<file path="config.mk">
export PLATFORM = sky130hd
export DESIGN_NAME = ppm_evict
export DESIGN_NICKNAME = d
export VERILOG_FILES = /design/src/rtl/core/ppm_pkg.sv /design/src/rtl/core/ppm_evict.sv
export SDC_FILE = /design/constraint.sdc
export NUM_CORES = 1
export LEC_CHECK = 0
export ABC_AREA = 1
export BUFFER_PORTS_ARGS = -buffer_cell sky130_fd_sc_hd__buf_2
export CORE_UTILIZATION = 47
export DETAILED_ROUTE_END_ITERATION = 16
export PLACE_DENSITY = 0.77
export SYNTH_ARGS = -nofsm -noshare
export SYNTH_HDL_FRONTEND = slang
export SYNTH_SLANG_ARGS = --single-unit
export TNS_END_PERCENT = 30
</file>
<file path="constraint.sdc">
create_clock -name i_clk -period 2.2 [get_ports i_clk]
set_clock_uncertainty 0.15 [all_clocks]
set_input_delay 0.22 -clock i_clk [delete_from_list [all_inputs] [get_ports i_clk]]
set_output_delay 0.22 -clock i_clk [all_outputs]
set_load 0.02 [all_outputs]
</file>
<file path="src/rtl/core/ppm_pkg.sv">
`default_nettype none

package ppm_pkg;

    localparam int WINDOW   = 7;
    localparam int VAL_W    = 8;
    localparam int POS_W    = 16;
    localparam int PIX_BITS = 16;
    localparam int AGE_W    = $clog2(WINDOW);
    localparam int INS_W    = $clog2(WINDOW);
    localparam int MID      = WINDOW / 2;
    localparam int AXIS_W   = ((VAL_W + POS_W + 7) / 8) * 8;

    typedef logic [WINDOW-1:0][VAL_W-1:0] t_val_row;
    typedef logic [WINDOW-1:0][AGE_W-1:0] t_age_row;
    typedef logic [WINDOW-2:0][VAL_W-1:0] t_kval_row;
    typedef logic [WINDOW-2:0][AGE_W-1:0] t_kage_row;

    typedef struct packed {
        logic     seen;
        t_age_row age;
        t_val_row val;
    } t_row;

    typedef struct packed {
        logic                en;
        logic [PIX_BITS-1:0] addr;
        t_row                row;
    } t_wr;

endpackage

`default_nettype wire

</file>
<file path="src/rtl/core/ppm_evict.sv">
`default_nettype none

module ppm_evict
    import ppm_pkg::*;
(
    input  wire              i_clk,
    input  wire              i_load,
    input  wire [VAL_W-1:0]  i_value,
    input  t_row             i_src,
    output t_kval_row        o_kval,
    output t_kage_row        o_kage,
    output logic [WINDOW-2:0] o_lt,
    output logic [VAL_W-1:0] o_value
);

    t_val_row          w_val;
    t_age_row          w_age;
    logic [INS_W-1:0]  w_oldest;
    t_kval_row         w_kval;
    t_kage_row         w_kage;
    logic [WINDOW-2:0] w_lt;

    t_kval_row         r_kval;
    t_kage_row         r_kage;
    logic [WINDOW-2:0] r_lt;
    logic [VAL_W-1:0]  r_value;

    // A first visit fills the window with the new value, ages in slot order.
    always_comb begin
        w_val = i_src.val;
        w_age = i_src.age;
        if (!i_src.seen) begin
            for (int k = 0; k < WINDOW; k++) begin
                w_val[k] = i_value;
                w_age[k] = AGE_W'(k);
            end
        end
    end

    // The first slot of age zero is the one dropped; slot 0 if there is none.
    always_comb begin
        w_oldest = '0;
        for (int k = WINDOW - 1; k >= 0; k--) begin
            if (w_age[k] == '0) begin
                w_oldest = INS_W'(k);
            end
        end
    end

    always_comb begin
        for (int j = 0; j < WINDOW - 1; j++) begin
            if (INS_W'(j) < w_oldest) begin
                w_kval[j] = w_val[j];
                w_kage[j] = w_age[j];
            end else begin
                w_kval[j] = w_val[j+1];
                w_kage[j] = w_age[j+1];
            end
            if (w_kage[j] != '0) begin
                w_kage[j] = w_kage[j] - 1'b1;
            end
            w_lt[j] = w_kval[j] < i_value;
        end
    end

    always_ff @(posedge i_clk) begin
        if (i_load) begin
            r_kval  <= w_kval;
            r_kage  <= w_kage;
            r_lt    <= w_lt;
            r_value <= i_value;
        end
    end

    assign o_kval  = r_kval;
    assign o_kage  = r_kage;
    assign o_lt    = r_lt;
    assign o_value = r_value;

endmodule

`default_nettype wire

</file>
# [Yosys cells after proc, flatten, opt, wreduce, memory -nomap -nowiden]
# Index checks and enable logic that the tools add are counted.
[totals] out_inout_bits=80 elab_cells=72 in_bits=88 regBits=80
[classes] mux=27 magnitude_cmp=12 add_sub_neg=6 reduce_logical=13
[op_table] operator="$mux 3" n=19
[op_table] operator="$mux 56" n=1
[op_table] operator="$lt 8x8->1" n=6
[op_table] operator="$mux 8" n=6
[op_table] operator="$logic_not 3->1" n=7
[op_table] operator="$mux 21" n=1
[op_table] operator="$reduce_bool 3->1" n=6
[op_table] operator="$sub 3x1->3 const B" n=6
[op_table] operator="$lt 1x3->1 const A" n=2
[op_table] operator="$lt 2x3->1 const A" n=2
[op_table] operator="$lt 3x3->1 const A" n=2

# [Logic depth before layout (Yosys ltp)]
[logic_depth] depth_word=13 ltp_mapped=19 mapped_depth_nobuf=17

# [Worst setup path after synthesis]
# No wires, ideal clock.
[synth_timing] path_type="input to register" startpoint="input port i_src[77] (netlist bit)" endpoint="register r_lt[4], in the netlist o_lt[4], data pin" setup_time_ps=259 arrival_ps=1914 path_slack_ps=-123 n_path_buf=2 stages=16 t_required_ps=1791 path_cell_list="buf_6 > inv_4 > nor2_2 > nand2_1 > nand2_2 > inv_2 > nand2_1 > nor2_4 > nand3_2 > inv_2 > buf_2 > o21ai_0 > ha_1 > nand2_1 > o21ai_0 > a21oi_1"
[synth_lines] element="start, declared" line="ppm_evict.sv:9" source="input t_row i_src,"
[synth_lines] element="end signal, assigned" line="ppm_evict.sv:70" source="r_lt <= w_lt;"
[synth_lines] element="end, declared" line="ppm_evict.sv:25" source="logic [WINDOW-2:0] r_lt;"

==> results by group <==
Timing
  • Final setup fails: 0
  • Setup ws final: between 0.08 and 0.09 ns
  • Slew HR: between 70 and 80%
  • Final TNS setup: 0 ns
  • Max Freq: between 400 and 500 MHz
  • Slew at the pin closest to its max-slew limit: 0.445 ns
  • Final count of hold timing violations: 0
  • Final min period: ~2.1 ns
  • Max Slew Vio Count: 0
  • Fin crit share: around 96%
  • RSZ-0062 raised after global routing: true

Detailed routing
  • DR WL/cell: ~16 um
  • Post-Route WL: 16200 um
  • DRC: 0
  • Starting DRT DRC Count: approximately 240
  • Vias per cell: 5.11
  • Via count: just over 5000
  • Post-route ant nets: 0
  • 1st-pass router iterations: 5

Die
  • Die H: approximately 110 um
  • Starting Density: slightly below 50%
  • # rows: 38
  • Die footprint: 11700 um^2
  • Die Wd: approximately 110 um
  • Core box area: ~11000 um^2
  • Io pins: about 170

Global routing
  • Gr ovfl total: 0
  • Number of global-route vias before repair: 5171
  • Initial antenna violation count: 1
  • Largest net degree at the start of global routing: 33
  • GRT Overall Usage: 28.0%
  • Global-route wire length before repair: between 20000 and 25000 um

Logic synthesis
  • Register area share after synthesis: between 40% and 50%
  • Syn Area/Cell: between 9 and 10 um^2
  • Synth Flop Type: edfxtp_1
  • Yosys cell types: 30
  • Post-synthesis instance total: roughly 600
  • EDFF count, synth: 80
  • Post-synth ARST share: 0%
  • Mapped Area: between 5000 and 6000 um^2
  • Mapped Nets: ~740
  • #FFs+latches synth: 80
  • Ys Warns: 0

Clock network
  • CTS root buffer: clkbuf_8
  • H-Tree Depth: 3
  • Bufs on Longest Clock Path: 2
  • Clock transition at path regs: ~0.09 ns
  • CTS sink cnt: 80
  • Total clock buffers created by CTS: 9
  • TritonCTS clock tree: yes

Hold path
  • Sink of the worst hold path: o_kval[32]
  • Hold_sp: i_src[40]
  • Hold Crit Depth: 5
  • Min-Delay Path Class: in2reg

Run
  • Max-Cap Viols: 0

Setup path
  • Crit-path cells: buf_2, inv_1, nand2_2, nor2_4, inv_1, buf_4, nand2_1, nor2_2, buf_4, nand2_4, inv_4, buf_4, a22oi_2, ha_2, ha_1, mux2i_1
  • Worst Path Buf+Inv: 7
  • Slowest stage delay, CP: approximately 0.24 ns
  • Cell family with most CP delay: buffers and inverters
  • Worst-path fanout max: 5
  • CP arrival: 2.16 ns
  • Crit path kind: in2reg
  • Worst setup SP type: input pin
  • Worst path most repeated cell: buf_4
  • WP data required: ~2.2 ns
  • Crit end category: register
  • Slowest-stage cell, CP: ha_2

Placement
  • Setup WS pre-CTS: -0.561 ns
  • Routability cong.: between 0.8 and 0.9
  • Dpl hpwl: around 12000 um
  • PortBufs: roughly 170

Power and ir drop
  • Total leakage power: around 3.8 nW
  • Max VDD drop: about 0.00036 V
  • Pwr Density: 636 nW/um^2

Layout
  • Share of cells above drive strength 1: 41.4%
  • Register Area: 2400 um^2
  • Fin util: between 60% and 70%
  • Fin nets: 1012
  • Area of the multi-input gates: ~2700 um^2
  • Number of fill cells: between 800 and 900
  • Syn-to-layout area delta: 44.0%

Status
  • Status: complete, no violations
[layer usage]
layer,GRT usage (%),share of wire (%)
met1,33.4,41
met2,48.5,51
met3,3.74,4.7
met4,15.2,2.6
met5,0,0
[flip-flops by register name, summed over array words and instances (netlist names)]
name and count:
o_kval 48, o_value 8, o_lt 6, o_kage 18
[repair_timing]
action                     CTS  global route
setup endpoints to repair   20            18
hold endpoints to repair     8             0
pin swaps                    0            10
hold buffers                 8             0
resized for setup            9            58
setup buffers                0             6
[final cells by class]
cell class,instances,area share [%]
multi-input cells,411,34.9
flip-flops and latches,80,31.6
repair buffers,283,23.9
inverters,79,4.16
well taps,140,2.30
clock buffers,9,1.63
clock inverters,7,1.45
diodes,1,0.0329
[logic make-up after synthesis]
logic type               synth area share [%]
multiplexers                             3.24
AO/OA/AOI/OAI                            13.1
XOR/XNOR                                0.994
buffers and inverters                    7.32
AND/OR/NAND/NOR                          15.7
flip-flops                               45.5
adder cells (fa/ha/maj)                  14.2
[placed cells by master (no fill, tap or decap), drive strengths merged, types with 9 or more instances in the layout]
cell type / Yosys / routed
a21oi: 69 / 69
buf: 13 / 275
clkbuf: 4 / 9
edfxtp: 80 / 80
ha: 60 / 60
inv: 79 / 78
nand2: 153 / 153
nand3: 12 / 12
nor2: 33 / 33
o21ai: 58 / 58
[where the power goes]
part           internal, mW  switching, mW
Sequential             1.90         0.0456
Combinational         0.662          0.926
Clock                 0.745          0.562
[synthesized netlist by cell type, types with 7 or more instances]
library cell,number,share of area [%]
a21oi_1,69,6.5
nand2_1,146,10
edfxtp_1,80,45
buf_2,7,0.66
nor2_1,28,2.0
mux2i_1,7,1.3
o21ai_0,48,4.5
o21ai_1,7,0.66
inv_1,70,5.0
nand3_1,8,0.76
ha_1,60,14
inv_2,8,0.57
[through the flow]
stage,hold slack [ns],power [mW],std cells,cell area (um^2)
after floorplan,0.169,2.79,587,5300
after global placement,0.265,3.41,979,7050
after detailed placement,0.262,3.46,979,7050
after CTS,0.117,4.76,1003,7390
after global routing,0.139,5.06,1010,7610
final,0.125,4.84,1010,7610
[how the worst max path moves through the flow]
stage	from	endpoint	slack, ns	depth (start not counted)
final	i_src[65]	o_kage[16]	0.08	16
after global routing	i_src[77]	o_lt[0]	-0.07	17
after CTS	i_value[0]	o_lt[3]	0.04	11
after detailed placement	i_src[77]	o_lt[4]	-0.56	16
after global placement	i_src[77]	o_lt[4]	-0.49	16
after floorplan	i_src[77]	o_lt[0]	-0.07	16
Note: power is estimated with default switching activity, not from simulation.
