`config.mk`:
```
export PLATFORM = sky130hd
export DESIGN_NAME = ppm_insert
export DESIGN_NICKNAME = d
export VERILOG_FILES = /design/src/rtl/core/ppm_pkg.sv /design/src/rtl/core/ppm_insert.sv
export SDC_FILE = /design/constraint.sdc
export NUM_CORES = 1
export LEC_CHECK = 0
export BUFFER_PORTS_ARGS = -buffer_cell sky130_fd_sc_hd__buf_2
export CAP_MARGIN = 5
export CORE_MARGIN = 5
export CORE_UTILIZATION = 25
export DETAILED_ROUTE_END_ITERATION = 16
export PLACE_DENSITY = 0.65
export SLEW_MARGIN = 25
export SYNTH_ARGS = -nofsm -noshare
export SYNTH_HDL_FRONTEND = slang
export SYNTH_SLANG_ARGS = --single-unit
```
`constraint.sdc`:
```
create_clock -name vclk -period 3
set_input_delay 0.15 -clock vclk [all_inputs]
set_output_delay 0.15 -clock vclk [all_outputs]
set_load 0.01 [all_outputs]
```
`src/rtl/core/ppm_pkg.sv`:
```
`default_nettype none

package ppm_pkg;

    localparam int WINDOW   = 7;
    localparam int VAL_W    = 8;
    localparam int POS_W    = 16;
    localparam int PIX_BITS = 16;
    localparam int AGE_W    = $clog2(WINDOW);
    localparam int INS_W    = $clog2(WINDOW);
    localparam int MID      = WINDOW / 2;
    localparam int AXIS_W   = ((VAL_W + POS_W + 7) / 8) * 8;

    typedef logic [WINDOW-1:0][VAL_W-1:0] t_val_row;
    typedef logic [WINDOW-1:0][AGE_W-1:0] t_age_row;
    typedef logic [WINDOW-2:0][VAL_W-1:0] t_kval_row;
    typedef logic [WINDOW-2:0][AGE_W-1:0] t_kage_row;

    typedef struct packed {
        logic     seen;
        t_age_row age;
        t_val_row val;
    } t_row;

    typedef struct packed {
        logic                en;
        logic [PIX_BITS-1:0] addr;
        t_row                row;
    } t_wr;

endpackage

`default_nettype wire

```
`src/rtl/core/ppm_insert.sv`:
```
`default_nettype none

module ppm_insert
    import ppm_pkg::*;
(
    input  t_kval_row         i_kval,
    input  t_kage_row         i_kage,
    input  wire [WINDOW-2:0]  i_lt,
    input  wire [VAL_W-1:0]   i_value,
    output t_row              o_row,
    output logic [VAL_W-1:0]  o_median
);

    logic [INS_W-1:0] w_ins;
    t_val_row         w_lo_val;
    t_age_row         w_lo_age;
    t_val_row         w_hi_val;
    t_age_row         w_hi_age;

    // The new value goes right after the last kept entry smaller than it,
    // so it lands before any equal values.
    always_comb begin
        w_ins = '0;
        for (int j = 0; j < WINDOW - 1; j++) begin
            if (i_lt[j]) begin
                w_ins = INS_W'(j + 1);
            end
        end
    end

    // Kept entries seen in place (lo) and shifted up by one slot (hi).
    always_comb begin
        w_lo_val = '0;
        w_lo_age = '0;
        w_hi_val = '0;
        w_hi_age = '0;
        for (int j = 0; j < WINDOW - 1; j++) begin
            w_lo_val[j]   = i_kval[j];
            w_lo_age[j]   = i_kage[j];
            w_hi_val[j+1] = i_kval[j];
            w_hi_age[j+1] = i_kage[j];
        end
    end

    always_comb begin
        o_row.seen = 1'b1;
        for (int k = 0; k < WINDOW; k++) begin
            if (INS_W'(k) < w_ins) begin
                o_row.val[k] = w_lo_val[k];
                o_row.age[k] = w_lo_age[k];
            end else if (INS_W'(k) == w_ins) begin
                o_row.val[k] = i_value;
                o_row.age[k] = AGE_W'(WINDOW - 1);
            end else begin
                o_row.val[k] = w_hi_val[k];
                o_row.age[k] = w_hi_age[k];
            end
        end
    end

    assign o_median = o_row.val[MID];

endmodule

`default_nettype wire

```
=== Word level (Yosys, flattened, before mapping) ===
Cells that the tools add are included.

* Equal/unequal tests: 6
* Reductions and logical operators: 1
* Magnitude comparators: 7
* Muxes and demuxes: 34

{| class="wikitable"
|+ Operators by type and width
! cell !! number
|-
| $mux 8 || 14
|-
| $mux 3 || 19
|-
| $eq 3x3->1 const A || 3
|-
| $lt 3x3->1 const A || 3
|-
| $eq 2x3->1 const A || 2
|-
| $lt 1x3->1 const A || 2
|-
| $lt 2x3->1 const A || 2
|-
| $eq 1x3->1 const A || 1
|-
| $logic_not 3->1 || 1
|-
| $mux 1 || 1
|}

* Output and inout port bits: 86
* Flip-flop bits (word level): 0
* Input port bits: 80

=== Logic depth before layout (Yosys ltp) ===
Gate-level depths: netlist of run 1.

* Word-level depth: 9
* Mapped depth: 7

=== Worst setup path after synthesis of run 1 ===
Ideal clock, no wire load.

* Path kind: input port to output port
* From: input i_lt[5]
* To: output o_row[24] in the netlist's numbering
* Setup slack: 1351 ps
* Arrival time: 1499 ps
* Data required time: 2850 ps
* Buffers on the path: 4
* Cell stages on the path: 6
* Path through: buf_2 -> or3_1 -> clkbuf_1 -> buf_2 -> o21ai_0 -> buf_4

* Word-level cells in the longest chain between the ends: 4
* Elaborated cells on any way between the ends: 5
* Classes of those cells: order compare (1); eq/ne (1); mux (3)

{| class="wikitable"
|+ Ends and longest elaborated chain
! element !! RTL line !! source
|-
| start: declaration || ppm_insert.sv:8 || <nowiki>input wire [WINDOW-2:0] i_lt,</nowiki>
|-
| $mux 3 * || ppm_insert.sv:25 || <nowiki>if (i_lt[j]) begin</nowiki>
|-
| branches (longest 2 deep; another with $lt 2x3->1) || - ||
|-
| $mux 8 * || ppm_insert.sv:48 || <nowiki>if (INS_W'(k) < w_ins) begin</nowiki>
|-
| end: declaration || ppm_insert.sv:10 || <nowiki>output t_row o_row,</nowiki>
|}

Mark *: on every way between the ends.

==> results.md, run 1 <==
- The power per cell area is 166 mW/mm2.
- Wires add up to 7890 um.
- The die height is 87.9 um.
- The number of max-slew violations in the final report is 0.
- Before CTS, the worst setup slack after placement is 0.720 ns.
- The number of clock buffers in the layout is 0.
- The die is 87.9 um wide.
- The per-cell routed wire length is 17.7 um.
- The smallest clock period supported by the final layout is computed as 2.31 ns.
- The first TritonRoute pass finished after 4 iterations.
- For this run, the share of the core covered by cells in the final layout is 38.6%.
- For the worst setup path, the data required time is 2.85 ns.
- In this run the static leakage power is 1.27 nW.
- Including well taps, the total number of placed cells is 445.
- STA puts the critical path data arrival time at 2.16 ns.
- The HPWL after detailed placement is 6500 um.
- In this design, the critical path's most frequently occurring cell is sky130_fd_sc_hd__buf_2.
- The net count after synthesis is 314.
- Across all layers, the routed design uses 2250 vias.
- The largest net degree at the start of global routing is 36.
- The number of I/O pins is 166.
- The smallest setup slack after layout is 0.694 ns.
- The count of buffers added by post-CTS timing repair for setup is 0.
- The instance area at placement is 0.00228 mm2.
- The count of antenna-violating nets left after detailed routing is 0.
- The met1 routing resource usage after global routing is 22.9%.
- The global-route wire length before repair is 11500 um.
- The sequential cells in the finished layout cover a total of 0 um2.
- The number of standard-cell rows in the floorplan is 28.
- The final standard cell area without fillers is 0.00228 mm2.
- Once the floorplan was initialized, standard cells occupied 25.6% of the core.
- The number of global-route vias before repair is 2269.
- The met3 capacity usage during global routing is 3.76%.
- In the global route stage, overall resource usage came out at 18.8%.
- The design has 0 sequential cells.
- The met2 track demand over resource is 34.7%.
- Among cell families on the critical path, the largest total delay comes from simple AND/OR/NAND/NOR gates.
- The reported max-cap violation count is 0.
- The average footprint of a synthesized cell is 6.48 um2.
- In this run the most used layer during global routing was met2.
- The layout has 697 filler cells.
- Cells with a size suffix above 1 make up 52.4% of the layout.
- The number of nets at the end of the flow is 452.
- The maximum cell stage delay along the critical path is 0.56 ns.
- The count of non-filler cells in the finished layout is 445.
- The mean number of vias per cell is 5.06.
- Sequential cells were found to cover 0% of the synthesized design area.
- In this run, post-CTS hold repair placed 0 buffers.
- STA classifies the critical path startpoint as an input pin.
- Yosys mapped the design onto 31 distinct sky130hd cell types.
- After layout, the worst path uses 76.9% of the clock period.
- The iteration-0 DRC count of the detailed router is 73.
- The warning count from the yosys run is 0.
- Summing every instance area after synthesis gives 0.00152 mm2.
- Setup violations remaining at the end of the flow were counted as 0.
- Compared with the post-synthesis result, the final layout area differs by 50.7%.
- The antenna cell count is 0.
- The die covers 0.00772 mm2.
- The routability congestion estimate is 0.897.
- The maximum fanout encountered on the critical timing path is 24.
- The post-route DRC violation count is 0.
- The path type of the worst setup path is in -> out.
- The run finished with clean final reports.
- The path class of the tightest hold or removal check is in -> out.
- Traced cell by cell, the critical path runs through buf_2 > or3_1 > buf_4 > nor3_2 > mux2_2 > buf_2.
- Port buffering added 165 buffers.
- For this run, the top clock speed supported by timing is 434 MHz.
- After technology mapping, the gate count stands at 234.
- For this design, the slowest cell found on the critical path is sky130_fd_sc_hd__nor3_2.
- Setup total negative slack on the finished layout was measured at 0 ns.
- The region available for standard cell placement spans 0.00592 mm2.
- Headroom to the max-slew limit came out at 52.2%.
- The global route total overflow is 0.
- The number of buffer and inverter stages on the critical path is 3.
- IR analysis of the VDD net gives a maximum drop of 0.0000732 V.
- The initial antenna violation count is 0.
- Setup repair after global routing left no endpoint under its margin.
- The critical path capture point type is an output pin.
- The transition time of the tightest slew-check pin is 0.712 ns.
- The number of resized instances in the post-cts repair step is 0.
- The count of endpoints failing hold in the final timing report is 0.
## synthesized netlist by cell type, drive strengths merged
master   n  area [um2]
a21oi   30         150
a22o     1        8.76
a31oi    8        50.1
and2     1        6.26
buf     24         150
clkbuf   9        33.8
conb     1        3.75
inv      2        7.51
mux2    17         218
mux2i   32         320
nand2   26         100
nand2b   3        18.8
nand3b   1        7.51
nand4    8        50.1
nor2    27         101
nor2b    3        18.8
nor3     2        15.0
nor3b    1        12.5
nor4     1        21.3
o21ai   22         110
o22a     2        17.5
o31ai    9        67.6
or2      2        12.5
or3      1        6.26
or3b     1        8.76
## path summary, 6_finish.rpt
| kind | end | cells past startpoint | from |
|---|---|---|---|
| hold / removal | o_row[75] | 3 | i_kage[16] |
| setup / recovery | o_row[59] | 6 | i_lt[4] |
## layout make-up
class	instances	area (um2)	area share [%]
timing repair buffer	169	856	37.5
multi-input combinational	199	1330	58.1
inverter	2	7.51	0.329
tap	75	93.8	4.11
## through the flow
step	total power [mW]	hold slack [ns]
2_1_floorplan	0.211	0.404
3_3_place_gp	0.379	0.584
3_5_place_dp	0.382	0.584
4_1_cts	0.383	0.585
5_1_grt	0.416	0.601
6_report	0.380	0.584
## logic make-up (layout without fill, tap and decap cells)
| kind of cell | count (synthesis) | in the layout | share of synthesized area (%) |
|---|---|---|---|
| and+or+nand+nor | 77 | 77 | 25.0 |
| AOI/OAI and AO/OA | 72 | 72 | 26.7 |
| muxes | 49 | 49 | 35.5 |
| buffers and inverters | 35 | 171 | 12.6 |
| other | 1 | 1 | 0.247 |
## placed cells by master, fill, tap and decap left out
master,n
sky130_fd_sc_hd__or3b_2,1
sky130_fd_sc_hd__or3_1,1
sky130_fd_sc_hd__inv_1,2
sky130_fd_sc_hd__a22o_1,1
sky130_fd_sc_hd__nor2b_1,3
sky130_fd_sc_hd__mux2i_1,32
sky130_fd_sc_hd__buf_4,4
sky130_fd_sc_hd__nor3b_2,1
sky130_fd_sc_hd__nor2_2,1
sky130_fd_sc_hd__a21oi_1,30
sky130_fd_sc_hd__a31oi_1,8
sky130_fd_sc_hd__nand2_1,25
sky130_fd_sc_hd__nand2_2,1
sky130_fd_sc_hd__nand3b_1,1
sky130_fd_sc_hd__nand2b_1,3
sky130_fd_sc_hd__o21ai_0,22
sky130_fd_sc_hd__buf_2,165
sky130_fd_sc_hd__mux2_2,10
sky130_fd_sc_hd__nor3_1,1
sky130_fd_sc_hd__nor3_2,1
sky130_fd_sc_hd__nor4_4,1
sky130_fd_sc_hd__o31ai_1,9
sky130_fd_sc_hd__and2_1,1
sky130_fd_sc_hd__conb_1,1
sky130_fd_sc_hd__or2_2,2
sky130_fd_sc_hd__mux2_4,7
sky130_fd_sc_hd__nor2_1,26
sky130_fd_sc_hd__nand4_1,8
sky130_fd_sc_hd__o22a_1,2
## report_power, final
group	switching, mW	internal [mW]	total (mW)	leakage (nW)
Combinational	0.215	0.165	0.380	1.27
Clock	0	0	0	0
Sequential	0	0	0	0
## worst min-delay path, delay by kind of cell
kind                   cells  cell delay, ns
buffers and inverters      2            0.20
AND/OR/NAND/NOR            1            0.09
## metal layers
metal / vias up / routed length [um]
met5: - / 0
met4: 0 / 102
met3: 10 / 774
met2: 117 / 3890
met1: 1012 / 3120
li1: 1111 / -
Note: power is estimated with default switching activity, not from simulation.
==> inputs of run 2 (changes only) <==
- PLACE_DENSITY: 0.65 -> 0.67
- clock period: 3 -> 2 ns (I/O delays scaled with it)
==> results.md, run 2 (same netlist as run 1, synthesis figures left out) <==
- The count of antenna-violating nets left after detailed routing is 0.
- The floorplan step defined a die boundary enclosing 0.00772 mm2.
- The initial antenna violation count is 0.
- The run finished with clean final reports.
- The analysis attributes to cell leakage a power of 1.29 nW.
- Setup violations remaining at the end of the flow were counted as 0.
- The die is 87.9 um wide.
- The global route total overflow is 0.
- At the end of the flow, the number of nets in the layout was 456.
- The per-cell routed wire length is 17.3 um.
- The number of optimization iterations in the first detailed-route pass is 4.
- The fmax is 667 MHz.
- Measured along the y axis, the die boundary spans 87.9 um.
- The first routing iteration left 103 violations.
- The number of max-slew violations in the final report is 0.
- The completed layout was analyzed and its total power is 0.575 mW.
- Entering global routing, the biggest net connects 36 pins.
- The library cells used most frequently in the layout, excluding fill and tap cells, are sky130_fd_sc_hd__buf_2 (165), sky130_fd_sc_hd__mux2i_1 (32), sky130_fd_sc_hd__a21oi_1 (30).
- Leaving out fill and tap cells, the most frequent cell in the layout is sky130_fd_sc_hd__buf_2.
- Using the TritonRoute via totals, the vias-per-cell ratio works out to 5.00.
- The first global-routing pass estimated 11400 um of wire.
- The count of hold-fix buffers inserted at cts is 0.
- There are 0 flip-flops and latches.
- The number of global-route vias before repair is 2239.
- The share of the clock period used by the worst path after layout is 74.9%.
- In this run the worst path has a maximum fanout of 15.
- The min-delay analysis places its worst path in the category in -> out.
- STA classifies the critical path startpoint as an input pin.
- The total core area is 0.00592 mm2.
- Data arrives at the worst endpoint at 1.40 ns.
- The count of buffers added by post-CTS timing repair for setup is 0.
- The congestion estimate from routability-driven global placement came to 0.840.
- The number of I/O pins is 166.
- The estimated wirelength of the detail-placed design is 6480 um.
- After layout, the clock buffer instance count stands at 0.
- The summed negative setup slack over all endpoints is 0 ns.
- The initial utilization of the core area, before any placement, comes to 25.6%.
- In this run, post-CTS repair resized a total of 0 instances.
- Setup repair after global routing left no endpoint under its margin.
- The post-route DRC violation count is 0.
- The fraction of layout cells with a size suffix above 1 is 52.7%.
- The count of endpoints failing hold in the final timing report is 0.
- The routed design has 7790 um of wire.
- Headroom to the max-slew limit came out at 63.3%.
- The critical path is of the in -> out type.
- The total of buffers placed on input and output ports is 165.
- The initialized floorplan defines 28 standard-cell rows.
- The antenna cell count is 0.
- Relative to the synthesized area, the layout overhead comes to 52.5%.
- The routed design could run at a clock period as short as 1.50 ns.
- The tool flagged a number of max-cap violations equal to 0.
- Dividing total power by cell area gives a power density of 249 mW/mm2.
- The required time at the endpoint of the critical path is 1.90 ns.
- The area occupied by registers is 0 um2.
- The worst-case IR drop observed on VDD is 0.000116 V.
- The transition time of the tightest slew-check pin is 0.549 ns.
- For this block, the via count after detailed routing is 2247.
- Global routing used 18.8% of the available tracks across all layers.
- The critical path capture point type is an output pin.
[run 2: cell count changes in the layout (fill, tap and decap cells not counted)]
cell,delta
sky130_fd_sc_hd__nor2_1,+1
sky130_fd_sc_hd__nor2_2,-1
sky130_fd_sc_hd__buf_4,+4
[run 2: worst max-delay path, cell delays in order]
cell and delay [ns]:
sky130_fd_sc_hd__buf_2 0.22, sky130_fd_sc_hd__or3_1 0.39, sky130_fd_sc_hd__nor3_2 0.18, sky130_fd_sc_hd__mux2_2 0.36, sky130_fd_sc_hd__buf_2 0.14
[run 2: cell type report]
| type | instances | area, um2 |
|---|---|---|
| tap | 75 | 93.8 |
| inverter | 2 | 7.51 |
| multi-input combinational | 199 | 1330 |
| fill | 659 | 3610 |
| timing repair buffer | 173 | 886 |
[run 2: path summary, 6_finish.rpt]
check,slack [ns],endpoint,cells past startpoint,start
max,0.50,o_row[59],5,i_lt[3]
min,0.49,o_row[76],3,i_kage[17]
[run 2: metrics by stage]
step | utilization [%] | cell area (um2) | worst slack, ns | hold WS [ns] | std cells
floorplan | - | 1520 | 0.451 | 0.304 | 234
global route | 39.1 | 2310 | 0.411 | 0.507 | 449
finish | 39.1 | 2310 | 0.502 | 0.485 | 449
CTS | 39.1 | 2310 | 0.501 | 0.487 | 449
detailed placement | 39.1 | 2310 | 0.515 | 0.487 | 449
global placement | 39.1 | 2310 | 0.527 | 0.485 | 449
[run 2: power by group]
group          switching (mW)  internal, mW  total, mW  leakage, nW
registers                   0             0          0            0
clock network               0             0          0            0
logic                   0.323         0.252      0.575         1.29
total                   0.323         0.252      0.575         1.29
[run 2: layer usage]
layer | wire length, um | global-route usage (%) | up-vias | part of all wire, %
li1 | - | - | 1117 | -
met1 | 3010 | 22.9 | 996 | 39
met2 | 3910 | 35.5 | 130 | 50
met3 | 833 | 3.10 | 4 | 11
met4 | 36 | 1.53 | 0 | 0.46
met5 | 0 | 0 | - | 0
